**config.mk**
```make
export PLATFORM = sky130hd
export DESIGN_NAME = ccf_engine
export DESIGN_NICKNAME = d
export VERILOG_FILES = /design/src/hw/rtl/ccf_pkg.sv /design/src/hw/rtl/ccf_engine.sv
export SDC_FILE = /design/constraint.sdc
export NUM_CORES = 1
export LEC_CHECK = 0
export BUFFER_PORTS_ARGS = -buffer_cell sky130_fd_sc_hd__buf_2
export CAP_MARGIN = 20
export CORE_AREA = 2 2 209 211
export CTS_CLUSTER_SIZE = 25
export DETAILED_ROUTE_END_ITERATION = 10
export DIE_AREA = 0 0 211 213
export PLACE_DENSITY = 0.65
export SKIP_LAST_GASP = 1
export SYNTH_ARGS = -nofsm -noshare
export SYNTH_HDL_FRONTEND = slang
export SYNTH_SLANG_ARGS = --single-unit
```
**constraint.sdc**
```tcl
create_clock -name clk_i -period 5.95 [get_ports clk_i]
set_clock_uncertainty 0.1 [all_clocks]
set_input_delay 1.4875 -clock clk_i [delete_from_list [all_inputs] [get_ports clk_i]]
set_output_delay 1.4875 -clock clk_i [all_outputs]
set_load 0.005 [all_outputs]
```
**src/hw/rtl/ccf_pkg.sv**
```systemverilog
// ----------------------------------------------------------------------------
// ccf_pkg
// Shared types and constants for the cubical coface enumerator.
// ----------------------------------------------------------------------------
package ccf_pkg;

  // Grid store geometry: address is {y, x}
  localparam int unsigned X_W    = 11;
  localparam int unsigned Y_W    = 10;
  localparam int unsigned ADDR_W = X_W + Y_W;
  localparam int unsigned DEPTH  = 1 << ADDR_W;
  localparam int unsigned DATA_W = 32;

  localparam int unsigned CFG_IDX_W = 2;

  // Item modes
  localparam logic [1:0] MODE_WRITE  = 2'd0;
  localparam logic [1:0] MODE_LOOKUP = 2'd1;
  localparam logic [1:0] MODE_ENUM   = 2'd2;

  // Cell dimensions
  localparam logic [1:0] DIM_VERTEX = 2'd0;
  localparam logic [1:0] DIM_EDGE   = 2'd1;
  localparam logic [1:0] DIM_SQUARE = 2'd2;
  localparam logic [1:0] DIM_NONE   = 2'd3;

  // Edge orientation
  localparam logic ORIENT_X = 1'b0;
  localparam logic ORIENT_Y = 1'b1;

  // Configuration register indexes
  localparam logic [CFG_IDX_W-1:0] CFG_THRESHOLD   = 2'd0;
  localparam logic [CFG_IDX_W-1:0] CFG_GRID_WIDTH  = 2'd1;
  localparam logic [CFG_IDX_W-1:0] CFG_GRID_HEIGHT = 2'd2;

  typedef struct packed {
    logic [1:0]              mode;
    logic [X_W-1:0]          cell_x;
    logic [Y_W-1:0]          cell_y;
    logic [1:0]              cell_dim;
    logic                    edge_orient;
    logic signed [DATA_W-1:0] value_in;
  } in_item_t;

  typedef struct packed {
    logic [X_W-1:0]          out_x;
    logic [Y_W-1:0]          out_y;
    logic [1:0]              out_dim;
    logic                    out_orient;
    logic signed [DATA_W-1:0] birth_out;
    logic                    found;
    logic                    last;
  } out_item_t;

  typedef struct packed {
    logic signed [DATA_W-1:0] threshold;
    logic [X_W-1:0]          grid_width;
    logic [Y_W-1:0]          grid_height;
  } cfg_t;

  typedef struct packed {
    logic              we;
    logic              re;
    logic [ADDR_W-1:0] addr;
    logic [DATA_W-1:0] wdata;
  } ram_req_t;

endpackage

```
**src/hw/rtl/ccf_engine.sv**
```systemverilog
// ----------------------------------------------------------------------------
// ccf_engine
// Sequencer: writes pixels, or reads them, folds births as data returns,
// then emits a lookup result or surviving cofaces, one per res_ready_i cycle.
// ----------------------------------------------------------------------------
module ccf_engine
  import ccf_pkg::*;
(
  input  logic              clk_i,
  input  logic              rst_ni,
  input  cfg_t              cfg_i,
  input  logic              in_valid_i,
  input  in_item_t          in_item_i,
  output logic              in_stall_o,
  output logic              res_valid_o,
  output out_item_t         res_item_o,
  input  logic              res_ready_i,
  output ram_req_t          ram_req_o,
  input  logic [DATA_W-1:0] ram_rdata_i
);

  localparam logic [1:0] ST_IDLE = 2'd0;
  localparam logic [1:0] ST_READ = 2'd1;
  localparam logic [1:0] ST_EVAL = 2'd2;
  localparam logic [1:0] ST_EMIT = 2'd3;

  // Pixel offset {dx, dy} (two-bit signed each) for read slot s
  function automatic logic [3:0] read_offset(input logic is_enum, input logic [1:0] dim,
                                             input logic orient, input logic [1:0] s);
    logic [3:0] off;
    off = 4'b0000;
    if (!is_enum) begin
      case (s)
        2'd1:    off = (dim == DIM_EDGE && orient == ORIENT_Y) ? 4'b0001 : 4'b0100;
        2'd2:    off = 4'b0001;
        2'd3:    off = 4'b0101;
        default: off = 4'b0000;
      endcase
    end else if (dim == DIM_VERTEX) begin
      case (s)
        2'd0:    off = 4'b0001;
        2'd1:    off = 4'b0011;
        2'd2:    off = 4'b0100;
        default: off = 4'b1100;
      endcase
    end else if (orient == ORIENT_X) begin
      case (s)
        2'd0:    off = 4'b0001;
        2'd1:    off = 4'b0101;
        2'd2:    off = 4'b0011;
        default: off = 4'b0111;
      endcase
    end else begin
      case (s)
        2'd0:    off = 4'b0100;
        2'd1:    off = 4'b0101;
        2'd2:    off = 4'b1100;
        default: off = 4'b1101;
      endcase
    end
    return off;
  endfunction

  function automatic logic [2:0] read_count(input logic [1:0] mode, input logic [1:0] dim);
    logic [2:0] n;
    n = 3'd0;
    if (mode == MODE_LOOKUP) begin
      case (dim)
        DIM_VERTEX: n = 3'd1;
        DIM_EDGE:   n = 3'd2;
        DIM_SQUARE: n = 3'd4;
        default:    n = 3'd0;
      endcase
    end else if (mode == MODE_ENUM && (dim == DIM_VERTEX || dim == DIM_EDGE)) begin
      n = 3'd4;
    end
    return n;
  endfunction

  logic [1:0]               state_q, state_d;
  in_item_t                 item_q, item_d;
  logic [2:0]               rd_idx_q, rd_idx_d;
  logic [2:0]               rd_cnt_q, rd_cnt_d;
  logic                     pend_q, pend_d;
  logic [1:0]               pend_slot_q, pend_slot_d;
  logic                     pend_oob_q, pend_oob_d;
  logic signed [DATA_W-1:0] bs_q [4];
  logic signed [DATA_W-1:0] bs_d [4];
  logic [3:0]               mask_q, mask_d;

  logic                     accept;
  logic                     is_enum;
  logic [3:0]               off;
  logic [X_W:0]             rd_x;
  logic [Y_W:0]             rd_y;
  logic                     rd_in;
  logic signed [DATA_W-1:0] land_p;
  logic signed [DATA_W-1:0] land_base;
  logic [1:0]               land_t;
  logic                     use_acc;
  logic [1:0]               emit_e;
  logic                     emit_last;
  out_item_t                res;

  assign accept     = in_valid_i && (state_q == ST_IDLE);
  assign in_stall_o = (state_q != ST_IDLE);
  assign is_enum    = (item_q.mode == MODE_ENUM);

  // Read address for the current slot, with region check
  assign off  = read_offset(is_enum, item_q.cell_dim, item_q.edge_orient, rd_idx_q[1:0]);
  assign rd_x = {1'b0, item_q.cell_x} + {{(X_W - 1){off[3]}}, off[3:2]};
  assign rd_y = {1'b0, item_q.cell_y} + {{(Y_W - 1){off[1]}}, off[1:0]};
  assign rd_in = !rd_x[X_W] && (rd_x[X_W-1:0] != '0) && (rd_x[X_W-1:0] <= cfg_i.grid_width)
              && !rd_y[Y_W] && (rd_y[Y_W-1:0] != '0) && (rd_y[Y_W-1:0] <= cfg_i.grid_height);

  // Fold a returning pixel into its coface birth
  assign land_p  = pend_oob_q ? cfg_i.threshold : $signed(ram_rdata_i);
  always_comb begin
    if (!is_enum) begin
      land_t  = 2'd0;
      use_acc = (pend_slot_q != 2'd0);
    end else if (item_q.cell_dim == DIM_VERTEX) begin
      land_t  = pend_slot_q;
      use_acc = 1'b0;
    end else begin
      land_t  = {1'b0, pend_slot_q[1]};
      use_acc = pend_slot_q[0];
    end
  end
  assign land_base = use_acc ? bs_q[land_t] : (is_enum ? item_q.value_in : land_p);

  assign emit_e    = mask_q[0] ? 2'd0 : mask_q[1] ? 2'd1 : mask_q[2] ? 2'd2 : 2'd3;
  assign emit_last = ((mask_q & (mask_q - 4'd1)) == 4'd0);

  always_comb begin
    res = '0;
    res.last = 1'b1;
    if (!is_enum) begin
      res.out_x      = item_q.cell_x;
      res.out_y      = item_q.cell_y;
      res.out_dim    = item_q.cell_dim;
      res.out_orient = item_q.edge_orient;
      res.found      = (item_q.cell_dim != DIM_NONE);
      res.birth_out  = res.found ? bs_q[0] : cfg_i.threshold;
    end else if (mask_q != 4'd0) begin
      res.out_x     = item_q.cell_x;
      res.out_y     = item_q.cell_y;
      res.found     = 1'b1;
      res.last      = emit_last;
      res.birth_out = bs_q[emit_e];
      if (item_q.cell_dim == DIM_VERTEX) begin
        res.out_dim    = DIM_EDGE;
        res.out_orient = (emit_e < 2'd2) ? ORIENT_Y : ORIENT_X;
        if (emit_e == 2'd1) res.out_y = item_q.cell_y - Y_W'(1);
        if (emit_e == 2'd3) res.out_x = item_q.cell_x - X_W'(1);
      end else begin
        res.out_dim    = DIM_SQUARE;
        res.out_orient = ORIENT_X;
        if (emit_e == 2'd1) begin
          if (item_q.edge_orient == ORIENT_X) res.out_y = item_q.cell_y - Y_W'(1);
          else                                res.out_x = item_q.cell_x - X_W'(1);
        end
      end
    end
  end

  assign res_item_o  = res;
  assign res_valid_o = (state_q == ST_EMIT);

  always_comb begin
    state_d     = state_q;
    item_d      = item_q;
    rd_idx_d    = rd_idx_q;
    rd_cnt_d    = rd_cnt_q;
    pend_d      = 1'b0;
    pend_slot_d = pend_slot_q;
    pend_oob_d  = pend_oob_q;
    bs_d        = bs_q;
    mask_d      = mask_q;
    ram_req_o.we    = 1'b0;
    ram_req_o.re    = 1'b0;
    ram_req_o.addr  = {rd_y[Y_W-1:0], rd_x[X_W-1:0]};
    ram_req_o.wdata = in_item_i.value_in;

    unique case (state_q)
      ST_IDLE: begin
        if (accept) begin
          item_d   = in_item_i;
          rd_idx_d = 3'd0;
          rd_cnt_d = read_count(in_item_i.mode, in_item_i.cell_dim);
          if (in_item_i.mode == MODE_WRITE) begin
            ram_req_o.we   = 1'b1;
            ram_req_o.addr = {in_item_i.cell_y, in_item_i.cell_x};
          end else if (in_item_i.mode == MODE_LOOKUP || in_item_i.mode == MODE_ENUM) begin
            state_d = ST_READ;
          end
        end
      end
      ST_READ: begin
        if (pend_q) begin
          bs_d[land_t] = (land_p > land_base) ? land_p : land_base;
        end
        if (rd_idx_q != rd_cnt_q) begin
          ram_req_o.re = rd_in;
          pend_d       = 1'b1;
          pend_slot_d  = rd_idx_q[1:0];
          pend_oob_d   = !rd_in;
          rd_idx_d     = rd_idx_q + 3'd1;
        end else begin
          state_d = ST_EVAL;
        end
      end
      ST_EVAL: begin
        if (!is_enum) begin
          mask_d = 4'b0001;
        end else if (item_q.cell_dim == DIM_VERTEX) begin
          for (int i = 0; i < 4; i++) mask_d[i] = (bs_q[i] != cfg_i.threshold);
        end else if (item_q.cell_dim == DIM_EDGE) begin
          mask_d = {2'b00, bs_q[1] != cfg_i.threshold, bs_q[0] != cfg_i.threshold};
        end else begin
          mask_d = 4'b0000;
        end
        state_d = ST_EMIT;
      end
      ST_EMIT: begin
        if (res_ready_i) begin
          mask_d = mask_q & (mask_q - 4'd1);
          if (!is_enum || emit_last) state_d = ST_IDLE;
        end
      end
      default: state_d = ST_IDLE;
    endcase
  end

  always_ff @(posedge clk_i or negedge rst_ni) begin
    if (!rst_ni) begin
      state_q  <= ST_IDLE;
      pend_q   <= 1'b0;
      rd_idx_q <= 3'd0;
      rd_cnt_q <= 3'd0;
    end else begin
      state_q  <= state_d;
      pend_q   <= pend_d;
      rd_idx_q <= rd_idx_d;
      rd_cnt_q <= rd_cnt_d;
    end
  end

  always_ff @(posedge clk_i) begin
    item_q      <= item_d;
    pend_slot_q <= pend_slot_d;
    pend_oob_q  <= pend_oob_d;
    bs_q        <= bs_d;
    mask_q      <= mask_d;
  end

endmodule

```
==> results of run 1 <==
==> area by class of cell <==
type / instances / area [µm²]
Clock inverter: 15 / 185
Fill cell: 4126 / 24700
Sequential cell: 202 / 6020
Timing Repair Buffer: 351 / 2060
Multi-Input combinational cell: 1140 / 8100
Tap cell: 546 / 683
Antenna cell: 3 / 7.51
Clock buffer: 32 / 673
Inverter: 79 / 297
==> layer usage <==
metal / vias to the layer above / routed length (µm) / global-route usage [%]
met3: 147 / 5160 / 5.12
met1: 6450 / 21400 / 29.5
li1: 6199 / - / -
met5: - / 27 / 0
met2: 726 / 24700 / 37.6
met4: 4 / 2170 / 9.15
==> sequential cells by signal (all words and copies together), names as in the netlist <==
register / cells
bs_q: 128
item_q: 58
mask_q: 4
rd_cnt_q: 3
rd_idx_q: 3
pend_slot_q: 2
state_q: 2
pend_oob_q: 1
pend_q: 1
==> cells by family (layout without fill, tap and decap cells) <==
| family | Yosys count | in the layout | synth area share (%) |
|---|---|---|---|
| AOI/OAI and AO/OA | 368 | 368 | 16.0 |
| adders and majority gates | 92 | 92 | 7.86 |
| other | 0 | 3 | 0 |
| xor gates and xnor gates | 149 | 149 | 8.86 |
| buffers and inverters | 218 | 477 | 6.39 |
| muxes | 100 | 100 | 6.78 |
| DFF | 202 | 202 | 40.7 |
| and+or+nand+nor | 431 | 431 | 13.5 |
==> final timing paths <==
kind                                  start  depth (start not counted)  slack (ps)       endpoint
worst max-delay path            rd_idx_q[0]                         23        -390  ram_req_o[53]
worst min-delay path            rd_cnt_q[2]                          2         440    rd_cnt_q[2]
worst max register to register   item_q[57]                         15         760       bs_q[11]
worst min register to register  rd_cnt_q[2]                          2         440    rd_cnt_q[2]
max in group asynchronous            rst_ni                          1        4880    rd_idx_q[0]
min in group asynchronous            rst_ni                          1         680    rd_idx_q[2]
==> where the power goes <==
group	leakage [nW]	switching (mW)	internal [mW]
clock network	0.411	0.645	0.974
logic	5.24	2.04	1.28
registers	1.88	0.130	1.96
total	7.52	2.82	4.22
==> repair_timing <==
item                       in CTS  in global routing
setup endpoints to repair       1                  1
cloned                          0                  0
resized for setup              29                 24
setup buffers                   6                  6
pin swaps                      19                 34
==> layout by cell type (no fill, tap or decap), types with 8 or more instances in the layout <==
cell type,synthesis,layout
buf_2,6,261
edfxtp_1,193,193
nor2_1,184,174
xor2_1,110,109
a21oi_1,104,101
mux2i_1,97,97
nand2_1,93,90
buf_4,32,82
inv_1,78,76
ha_1,89,76
o22ai_1,66,66
nor4_1,61,61
o21ai_0,60,55
xnor2_1,38,36
a22oi_1,33,33
a221oi_1,33,33
nand4_1,27,27
clkbuf_16,0,26
nand3_1,15,15
nor3_1,14,12
a21o_1,9,9
ha_2,0,9
dfrtp_1,9,9
nor2_2,0,8
==> critical path, delay by kind of cell, from the launching register on <==
family,cells,cell delay (ps)
AOI/OAI and AO/OA,8,1440
and+or+nand+nor,7,880
adders and majority gates,3,700
buffers and inverters,4,560
DFF,1,390
xor gates and xnor gates,1,210
==> metrics by stage <==
step                      util [%]  instance area [µm²]  TNS (ps)  cells  total power [mW]
after floorplan                  -                14800         0   1560              4.09
final                         42.2                18000      -386   2368              7.04
after global routing          42.2                18000      -662   2367              7.42
after detailed placement      39.5                16800      -307   2306              5.32
after global placement        39.5                16800      -141   2306              5.27
after CTS                     41.8                17900      -462   2359              6.99
==> summary.md, run 1 <==
| Metric | Value |
|---|---|
| Worst slew margin | 37.0% |
| GRT overflow | 0 |
| Setup slack after layout | -386 ps |
| Status | finished with violations |
| CORE AREA | 42700 µm² |
| Avg Cell Area, Syn | 9.49 µm² |
| Die area | 44900 µm² |
| Hpwl dp | 38200 µm |
| CP required | 4360 ps |
| Num rows | 76 |
| Reg clk slew, reported paths | 60 ps |
| Die width | 211 µm |
| Part of the cycle the worst path needs | 106% |
| Leakage | 7.52 nW |
| Startpoint types | flop |
| Initial antenna violation count | 5 |
| Distinct cells, synth | 71 |
| Post-synth EDFFs | 193 |
| Die Span Y | 213 µm |
| Largest net degree at the start of global routing | 67 |
| Via density | 5.71 |
| Failing checks | setup timing |
| PortBufs | 261 |
| Worst path max stage delay | 390 ps |
| Final wirelength | 53400 µm |
| Most frequent cell after synthesis | edfxtp_1 |
| Gr usage total | 23.0% |
| Initial Util | 34.7% |
| Asr flop ratio synth | 4.46% |
| RD Place Congestion | 0.901 |
| Tightest Pin Transition | 945 ps |
| Max Clk Rate | 158 MHz |
| DRT iter0 DRCs | 1538 |
| Routed len/inst | 22.6 µm |
| Mapped Cells | 1560 |
| Hold_buf cts | 0 |
| Ys Warns | 0 |
| Max Slew Vio Count | 0 |
| Crit path kind | reg -> out |
| Pre-CTS setup slack | -307 ps |
| Via count | 13500 |
| Predominant post-synthesis flop cell | edfxtp_1 |
| WP data arrival | 4750 ps |
| # DRC | 0 |
| Minimum clock period | 6340 ps |
| Hold_ws | 438 ps |
| Clock latency at the later pin of the worst-skew pair | 560 ps |
| Number of synthesized register bits | 202 |
| Num ports | 262 |
| Cell Pwr Density | 391 nW/µm² |
| VDD IR max | 0.000229 V |
| Mapped Area | 14800 µm² |
| Kind of end point of the critical path | output port |
| Worst-path cell chain | buf_4 -> ha_1 -> nor2_1 -> nor3_1 -> a21oi_1 -> nor2_2 -> buf_6 -> ha_1 -> a211o_1 -> a21boi_2 -> o21ai_1 -> a21oi_1 -> xor2_1 -> inv_1 -> ha_4 -> nand2_1 -> nor2_1 -> a211oi_2 -> o21ai_1 -> a211oi_2 -> nand4_1 -> nor4b_4 -> buf_2 |
| First-pass GRT wire length | 78300 µm |
| Max Cap Violations | 0 |
| Vias in the first global route | 13000 |
| Leading cell types by count after synthesis | 193 x edfxtp_1, 184 x nor2_1, 110 x xor2_1 |
| CTS sink count | 202 |
| Fin nets | 2038 |
| Sequential fraction of the synthesis area | 40.7% |
| Number of buffers created by CTS | 26 |
| Area share of the leading cell type in the synthesized netlist | 39.1% |
| Hold Fails Final Rpt | 0 |
| H-tree levels | 1 |
| Clock root buffer | clkbuf_16 |
| Setup-failing EPs final | 1 |
| Slowest CP cell | dfrtp_1 |
| Clock buffer depth | 3 |
| Hold crit path type | reg -> reg |
| Crit Path Max Fanout | 10 |
| CTS tree | done |
| Post-synth net total | 1798 |
| Layout area overhead | 21.7% |
| TritonRoute pass-1 iters | 7 |
| DRT antenna net count | 0 |
| Cell type with the largest total area after synthesis | edfxtp_1 |
| Synth area leaders | edfxtp_1 39%, ha_1 7.5%, mux2i_1 6.6% |
| RSZ-0062 raised after global routing | yes |
| Layout cells sized above 1 | 25.1% |
Note: power is estimated with default switching activity, not from simulation.
==> run 2: changes to the inputs <==
--- a/config.mk
+++ b/config.mk
@@ -5,14 +5,14 @@
 export SDC_FILE = /design/constraint.sdc
 export NUM_CORES = 1
 export LEC_CHECK = 0
-export BUFFER_PORTS_ARGS = -buffer_cell sky130_fd_sc_hd__buf_2
 export CAP_MARGIN = 20
 export CORE_AREA = 2 2 209 211
 export CTS_CLUSTER_SIZE = 25
 export DETAILED_ROUTE_END_ITERATION = 10
 export DIE_AREA = 0 0 211 213
-export PLACE_DENSITY = 0.65
+export DONT_BUFFER_PORTS = 1
 export SKIP_LAST_GASP = 1
+export SLEW_MARGIN = 30
 export SYNTH_ARGS = -nofsm -noshare
 export SYNTH_HDL_FRONTEND = slang
 export SYNTH_SLANG_ARGS = --single-unit
==> summary.md, run 2 (synthesis gave the netlist of run 1 again) <==
| Metric | Value |
|---|---|
| Max Cap Violations | 0 (unchanged) |
| Num rows | 76 (unchanged) |
| Crit Path Max Fanout | 3 (-7) |
| Reg clk slew, reported paths | 50 ps (about the same) |
| Final wirelength | 52900 µm (-0.87%) |
| Gr usage total | 22.8% (-0.15 points) |
| Number of buffers created by CTS | 26 (unchanged) |
| CTS sink count | 202 (unchanged) |
| First-pass GRT wire length | 77300 µm (-1.3%) |
| Hpwl dp | 36900 µm (-3.2%) |
| Critical path's top delay family | compound AO/OA/AOI/OAI gates |
| Vias in the first global route | 12200 (-6.2%) |
| Clock buffer depth | 3 (unchanged) |
| Die area | 44900 µm² (unchanged) |
| Die width | 211 µm (unchanged) |
| Hold crit path type | reg -> reg |
| Leakage | 6.47 nW (-14%) |
| Largest reg by FF count | bs_q |
| Via density | 5.95 (+4.1%) |
| Final Instance Area | 16700 µm² (-7.4%) |
| Worst path max stage delay | 440 ps (+50 ps) |
| # DRC | 0 (unchanged) |
| WP data arrival | 4840 ps (+90 ps) |
| Routed len/inst | 25.3 µm (+12%) |
| TritonRoute pass-1 iters | 7 (unchanged) |
| PortBufs | 0 (-100%) |
| Worst slew margin | 30.8% (-6.2 points) |
| Num ports | 262 (unchanged) |
| Initial Util | 34.7% (unchanged) |
| Clock latency at the later pin of the worst-skew pair | 560 ps (about the same) |
| Critical R2R Launch | item_q[56] |
| Worst setup path startpoint | item_q[33] |
| Crit path kind | reg -> out |
| Status | finished with violations |
| Minimum clock period | 6430 ps (+94.7 ps) |
| DRT antenna net count | 0 (unchanged) |
| Die Span Y | 213 µm (unchanged) |
| Cell Area, Placed | 15400 µm² (-8.4%) |
| Hold_buf cts | 0 (unchanged) |
| DRT iter0 DRCs | 1090 (-29%) |
| Largest register FFs | 128 (unchanged) |
| RD Place Congestion | 0.927 (+2.9%) |
| VDD IR max | 0.000253 V (+11%) |
| Most frequent cells in the layout | 193 x edfxtp_1, 172 x nor2_1, 110 x xor2_1, 101 x a21oi_1, 97 x mux2i_1 |
| Part of the cycle the worst path needs | 108% (+1.6 points) |
| RSZ-0062 raised after global routing | yes |
| Layout area overhead | 12.7% |
| CORE AREA | 42700 µm² (unchanged) |
| Initial antenna violation count | 3 (-2) |
| CTS tree | done |
| Layout cells sized above 1 | 12.4% (-13 points) |
| Failing checks | setup timing |
| Most common cell after layout, fill and taps aside | edfxtp_1 |
| Clock root buffer | clkbuf_16 |
| Slowest CP cell | edfxtp_1 |
| Setup slack after layout | -481 ps (-94.7 ps) |
| Max Slew Vio Count | 0 (unchanged) |
| Fin nets | 1765 (-13%) |
| GRT overflow | 0 (unchanged) |
| H-tree levels | 1 (unchanged) |
| WP buf/inv | 3 (-1) |
| Max Clk Rate | 156 MHz (-1.5%) |
| Worst-path cell chain | or2_4 -> buf_6 -> nor2_4 -> nor2_2 -> o21ai_1 -> o31ai_2 -> ha_2 -> fa_2 -> a21o_1 -> a221oi_4 -> a21oi_2 -> xor2_1 -> ha_1 -> nand4_1 -> nor3_2 -> a21boi_2 -> a211oi_2 -> nand4_1 -> nor4b_2 -> buf_4 -> buf_6 |
| Via count | 12500 (-8.0%) |
| Setup-failing EPs final | 1 (unchanged) |
| Kind of end point of the critical path | output port |
| Startpoint types | flop |
| Tightest Pin Transition | 1040 ps (+92.7 ps) |
| Hold Fails Final Rpt | 0 (unchanged) |
| Cell Pwr Density | 404 nW/µm² (+3.5%) |
| Final TNS setup | -481 ps (-94.7 ps) |
| CP required | 4360 ps (about the same) |
| Startpoint of the worst hold path | rd_cnt_q[2] |
| Largest net degree at the start of global routing | 66 (-1.5%) |
| Biggest regs | bs_q x128, item_q x58, mask_q x4 |
==> run 2: cell count changes in the layout (fill, tap and decap cells not counted), moves of 3 or more <==
cell	previous run	this run
clkinv_2	3	6
ha_4	4	7
buf_2	261	0
clkbuf_8	0	3
buf_6	2	7
ha_2	9	4
buf_4	82	65
==> run 2: power by group <==
group	switching (mW)	leakage, nW	internal [mW]
Clock	0.656	0.424	0.948
Combinational	1.95	4.17	1.09
Sequential	0.138	1.87	1.96
Total	2.74	6.47	4.01
==> run 2: worst min-delay path, cell delays in order (launching register included) <==
cell and delay (ps):
dfrtp_1 370, nand2_1 50, o21ai_0 70
==> run 2: path summary, 6_finish.rpt <==
kind                                       to  slack [ps]  cells after the start
worst max-delay path            ram_req_o[53]        -480                     21
worst min-delay path              rd_cnt_q[2]         430                      2
worst max register to register       bs_q[45]         400                     15
min in group asynchronous          state_q[0]         530                      0
max in group asynchronous         rd_idx_q[1]        5150                      0
worst min register to register    rd_cnt_q[2]         430                      2
==> run 2: layer usage <==
| metal | routed length, µm | GRT usage, % | vias to the layer above | share of wire, % |
|---|---|---|---|---|
| li1 | - | - | 5650 | - |
| met1 | 20300 | 28.0 | 6078 | 38 |
| met2 | 25500 | 38.5 | 618 | 48 |
| met3 | 5520 | 6.57 | 102 | 10 |
| met4 | 1560 | 7.58 | 2 | 2.9 |
| met5 | 13 | 0 | - | 0.025 |
==> run 2: final cells by class <==
type	instances	area [µm²]
inverter	79	297
tap	546	683
clock buffer	34	732
sequential	202	6020
multi-input combinational	1140	8150
antenna	2	5.00
clock inverter	13	119
fill	4176	26000
timing repair buffer	78	687
==> run 2: per-stage QoR <==
stage	total power, mW	setup WS, ps	hold WS (ps)	util (%)	instances
floorplan	4.09	7.45	370	-	1560
global placement	4.99	-157	394	36.1	2029
detailed placement	5.04	-257	422	36.1	2029
CTS	6.69	-448	435	38.5	2083
global route	7.12	-791	470	39.1	2094
finish	6.75	-481	425	39.1	2094
==> run 2: timing repair <==
item                                    CTS  global route
setup buffers                             7             9
resized for setup                        29            35
endpoints found under the setup margin    1             1
pin swaps                                22            41
==> run 3: changes to the inputs <==
--- a/config.mk
+++ b/config.mk
@@ -11,6 +11,8 @@
 export DETAILED_ROUTE_END_ITERATION = 10
 export DIE_AREA = 0 0 211 213
 export DONT_BUFFER_PORTS = 1
+export GPL_ROUTABILITY_DRIVEN = 0
+export GPL_TIMING_DRIVEN = 0
 export SKIP_LAST_GASP = 1
 export SLEW_MARGIN = 30
 export SYNTH_ARGS = -nofsm -noshare
==> summary.md, run 3 (synthesis gave the netlist of run 1 again) <==
| Metric | Value |
|---|---|
| Hold_buf cts | 0 (unchanged) |
| Die width | 211 µm (unchanged) |
| PortBufs | 0 (unchanged) |
| Combinational fraction of design power | 46.0% (+0.9 points) |
| Critical path's top delay family | compound AO/OA/AOI/OAI gates |
| Gr usage total | 23.5% (+0.65 points) |
| Startpoint types | flop |
| Hold Fails Final Rpt | 0 (unchanged) |
| Hold_ws | 425 ps (+0.284 ps) |
| Num ports | 262 (unchanged) |
| CTS sink count | 202 (unchanged) |
| Final core occ | 40.0% (+0.86 points) |
| CTS tree | done |
| Final wirelength | 54500 µm (+3.0%) |
| Largest reg by FF count | bs_q |
| Pre-CTS setup slack | -1630 ps (-1370 ps) |
| Number of buffers created by CTS | 25 (-3.8%) |
| Setup slack after layout | -296 ps (+184 ps) |
| Switching Share | 41.6% (+0.97 points) |
| Initial antenna violation count | 0 (-3) |
| Vias in the first global route | 12500 (+2.7%) |
| # DRC | 0 (unchanged) |
| DRT iter0 DRCs | 1147 (+5.2%) |
| Status | finished with violations |
| Layout cells sized above 1 | 11.0% (-1.4 points) |
| Slowest CP cell | edfxtp_1 |
| Kind of end point of the critical path | output port |
| Reg clk slew, reported paths | 50 ps (about the same) |
| Max Clk Rate | 160 MHz (+3.0%) |
| Worst path max stage delay | 450 ps (about the same) |
| Most common cell after layout, fill and taps aside | edfxtp_1 |
| Initial Util | 34.7% (unchanged) |
| Clock buffer depth | 3 (unchanged) |
| Worst setup path startpoint | item_q[33] |
| Max Slew Vio Count | 0 (unchanged) |
| First-pass GRT wire length | 78800 µm (+1.9%) |
| Biggest regs | bs_q x128, item_q x58, mask_q x4 |
| WP data arrival | 4660 ps (-180 ps) |
| Layout area overhead | 15.2% |
| Via count | 13000 (+4.4%) |
| Total power | 6.73 mW (-0.28%) |
| Max Cap Violations | 0 (unchanged) |
| Clock root buffer | clkbuf_16 |
| Minimum clock period | 6250 ps (-184 ps) |
| Critical R2R Launch | item_q[34] |
| Largest net degree at the start of global routing | 36 (-45%) |
| Cell Pwr Density | 395 nW/µm² (-2.4%) |
| Final Instance Area | 17100 µm² (+2.2%) |
| Failing checks | setup timing |
| Die Span Y | 213 µm (unchanged) |
| Crit Path Max Fanout | 4 (+1) |
| Part of the cycle the worst path needs | 105% (-3.1 points) |
| P_int | 3.93 mW (-1.9%) |
| Via density | 5.95 (about the same) |
| Num rows | 76 (unchanged) |
| Cell Area, Placed | 15700 µm² (+2.0%) |
| RSZ-0062 raised after global routing | yes |
| Startpoint of the worst hold path | rd_cnt_q[2] |
| Worst-path cell chain | or2_4 -> buf_4 -> nor2_1 -> nor2_1 -> o21ai_1 -> o31ai_2 -> ha_2 -> fa_2 -> a21o_1 -> a221oi_4 -> a21oi_2 -> a21o_1 -> a21oi_2 -> xnor2_2 -> ha_1 -> or2b_1 -> mux2_1 -> nand4_1 -> nor4b_4 |
| WP buf/inv | 1 (-2) |
| VDD IR max | 0.000252 V (-0.55%) |
| Leakage | 6.57 nW (+1.6%) |
| Hold crit path type | reg -> reg |
| TritonRoute pass-1 iters | 6 (-1) |
| Largest register FFs | 128 (unchanged) |
| Crit path kind | reg -> out |
| DRT antenna net count | 0 (unchanged) |
| Fin nets | 1858 (+5.3%) |
| Hpwl dp | 41000 µm (+11%) |
| Die area | 44900 µm² (unchanged) |
| Reg power frac | 31.2% (about the same) |
| Clock power frac | 22.8% (-1.0 points) |
| Setup-failing EPs final | 1 (unchanged) |
| Tightest Pin Transition | 993 ps (-45.3 ps) |
| Clock latency at the later pin of the worst-skew pair | 570 ps (about the same) |
| Routed len/inst | 24.9 µm (-1.3%) |
| Most frequent cells in the layout | 193 x edfxtp_1, 175 x nor2_1, 109 x xor2_1, 101 x a21oi_1, 97 x mux2i_1 |
| CP required | 4360 ps (about the same) |
| GRT overflow | 0 (unchanged) |
| Worst slew margin | 33.8% (+3.0 points) |
| CORE AREA | 42700 µm² (unchanged) |
| H-tree levels | 1 (unchanged) |
| P_sw | 2.80 mW (+2.1%) |
[run 3: cell types whose count changed in the layout (fill, tap and decap cells not counted), sizes merged]
cell      change
buf           +5
bufinv        +1
clkbuf       +88
clkinv        -4
clkinvlp      +1
diode         -1
inv           +1
[run 3: worst paths after layout]
| path | to | slack (ps) | cells past startpoint |
|---|---|---|---|
| worst min-delay path | rd_cnt_q[2] | 430 | 2 |
| worst max-delay path | ram_req_o[53] | -300 | 19 |
| worst min register to register | rd_cnt_q[2] | 430 | 2 |
| max in group asynchronous | rd_idx_q[0] | 5130 | 0 |
| min in group asynchronous | rd_idx_q[2] | 530 | 0 |
| worst max register to register | bs_q[46] | 50 | 19 |
[run 3: what timing repair did]
| action | 4_1_cts | 5_1_grt |
|---|---|---|
| setup buffers | 23 | 4 |
| endpoints found under the setup margin | 15 | 121 |
| resized for setup | 64 | 23 |
| pin swaps | 25 | 20 |
[run 3: area by class of cell]
class / count / area, µm²
inverters: 79 / 302
fillers: 4201 / 25600
clock buffers: 33 / 656
clock inverters: 12 / 134
diodes: 1 / 2.50
multi-input cells: 1140 / 8140
flip-flops and latches: 202 / 6020
repair buffers: 35 / 419
well taps: 546 / 683
plain buffers: 137 / 706
[run 3: routing by layer]
layer	vias to the layer above	GRT usage (%)	share of wire (%)
met1	6276	29.6	38
met3	122	5.77	11
met2	753	39.4	47
met5	-	0	0
met4	0	7.55	3.5
li1	5841	-	-
[run 3: power by group through the flow]
stage	sequential (mW)	clock, mW	combinational [mW]
detailed placement	2.12	0	2.91
CTS	2.09	1.55	3.03
global placement	2.13	0	2.82
global route	2.12	1.60	3.36
floorplan	2.08	0	2.01
finish	2.10	1.53	3.10
[run 3: worst register-to-register path, stage by stage, from the launching register on]
cell and delay (ps):
edfxtp_1 370, buf_4 130, nor2_2 40, buf_4 160, buf_4 140, buf_4 150, nand4b_1 320, clkbuf_1 540
o22ai_1 190, nor4_1 380, a21oi_1 120, ha_1 300, nand4_1 160, nor2_1 470, nand4_1 360, o21ai_0 250
mux2_2 210, clkbuf_1 300, buf_2 450, mux2i_1 540
[run 3: through the flow]
stage | setup TNS, ps | cells
floorplan | 0 | 1560
detailed placement | -1880 | 2114
global route | -598 | 2184
global placement | -34380 | 2106
finish | -296 | 2185
CTS | -422 | 2180
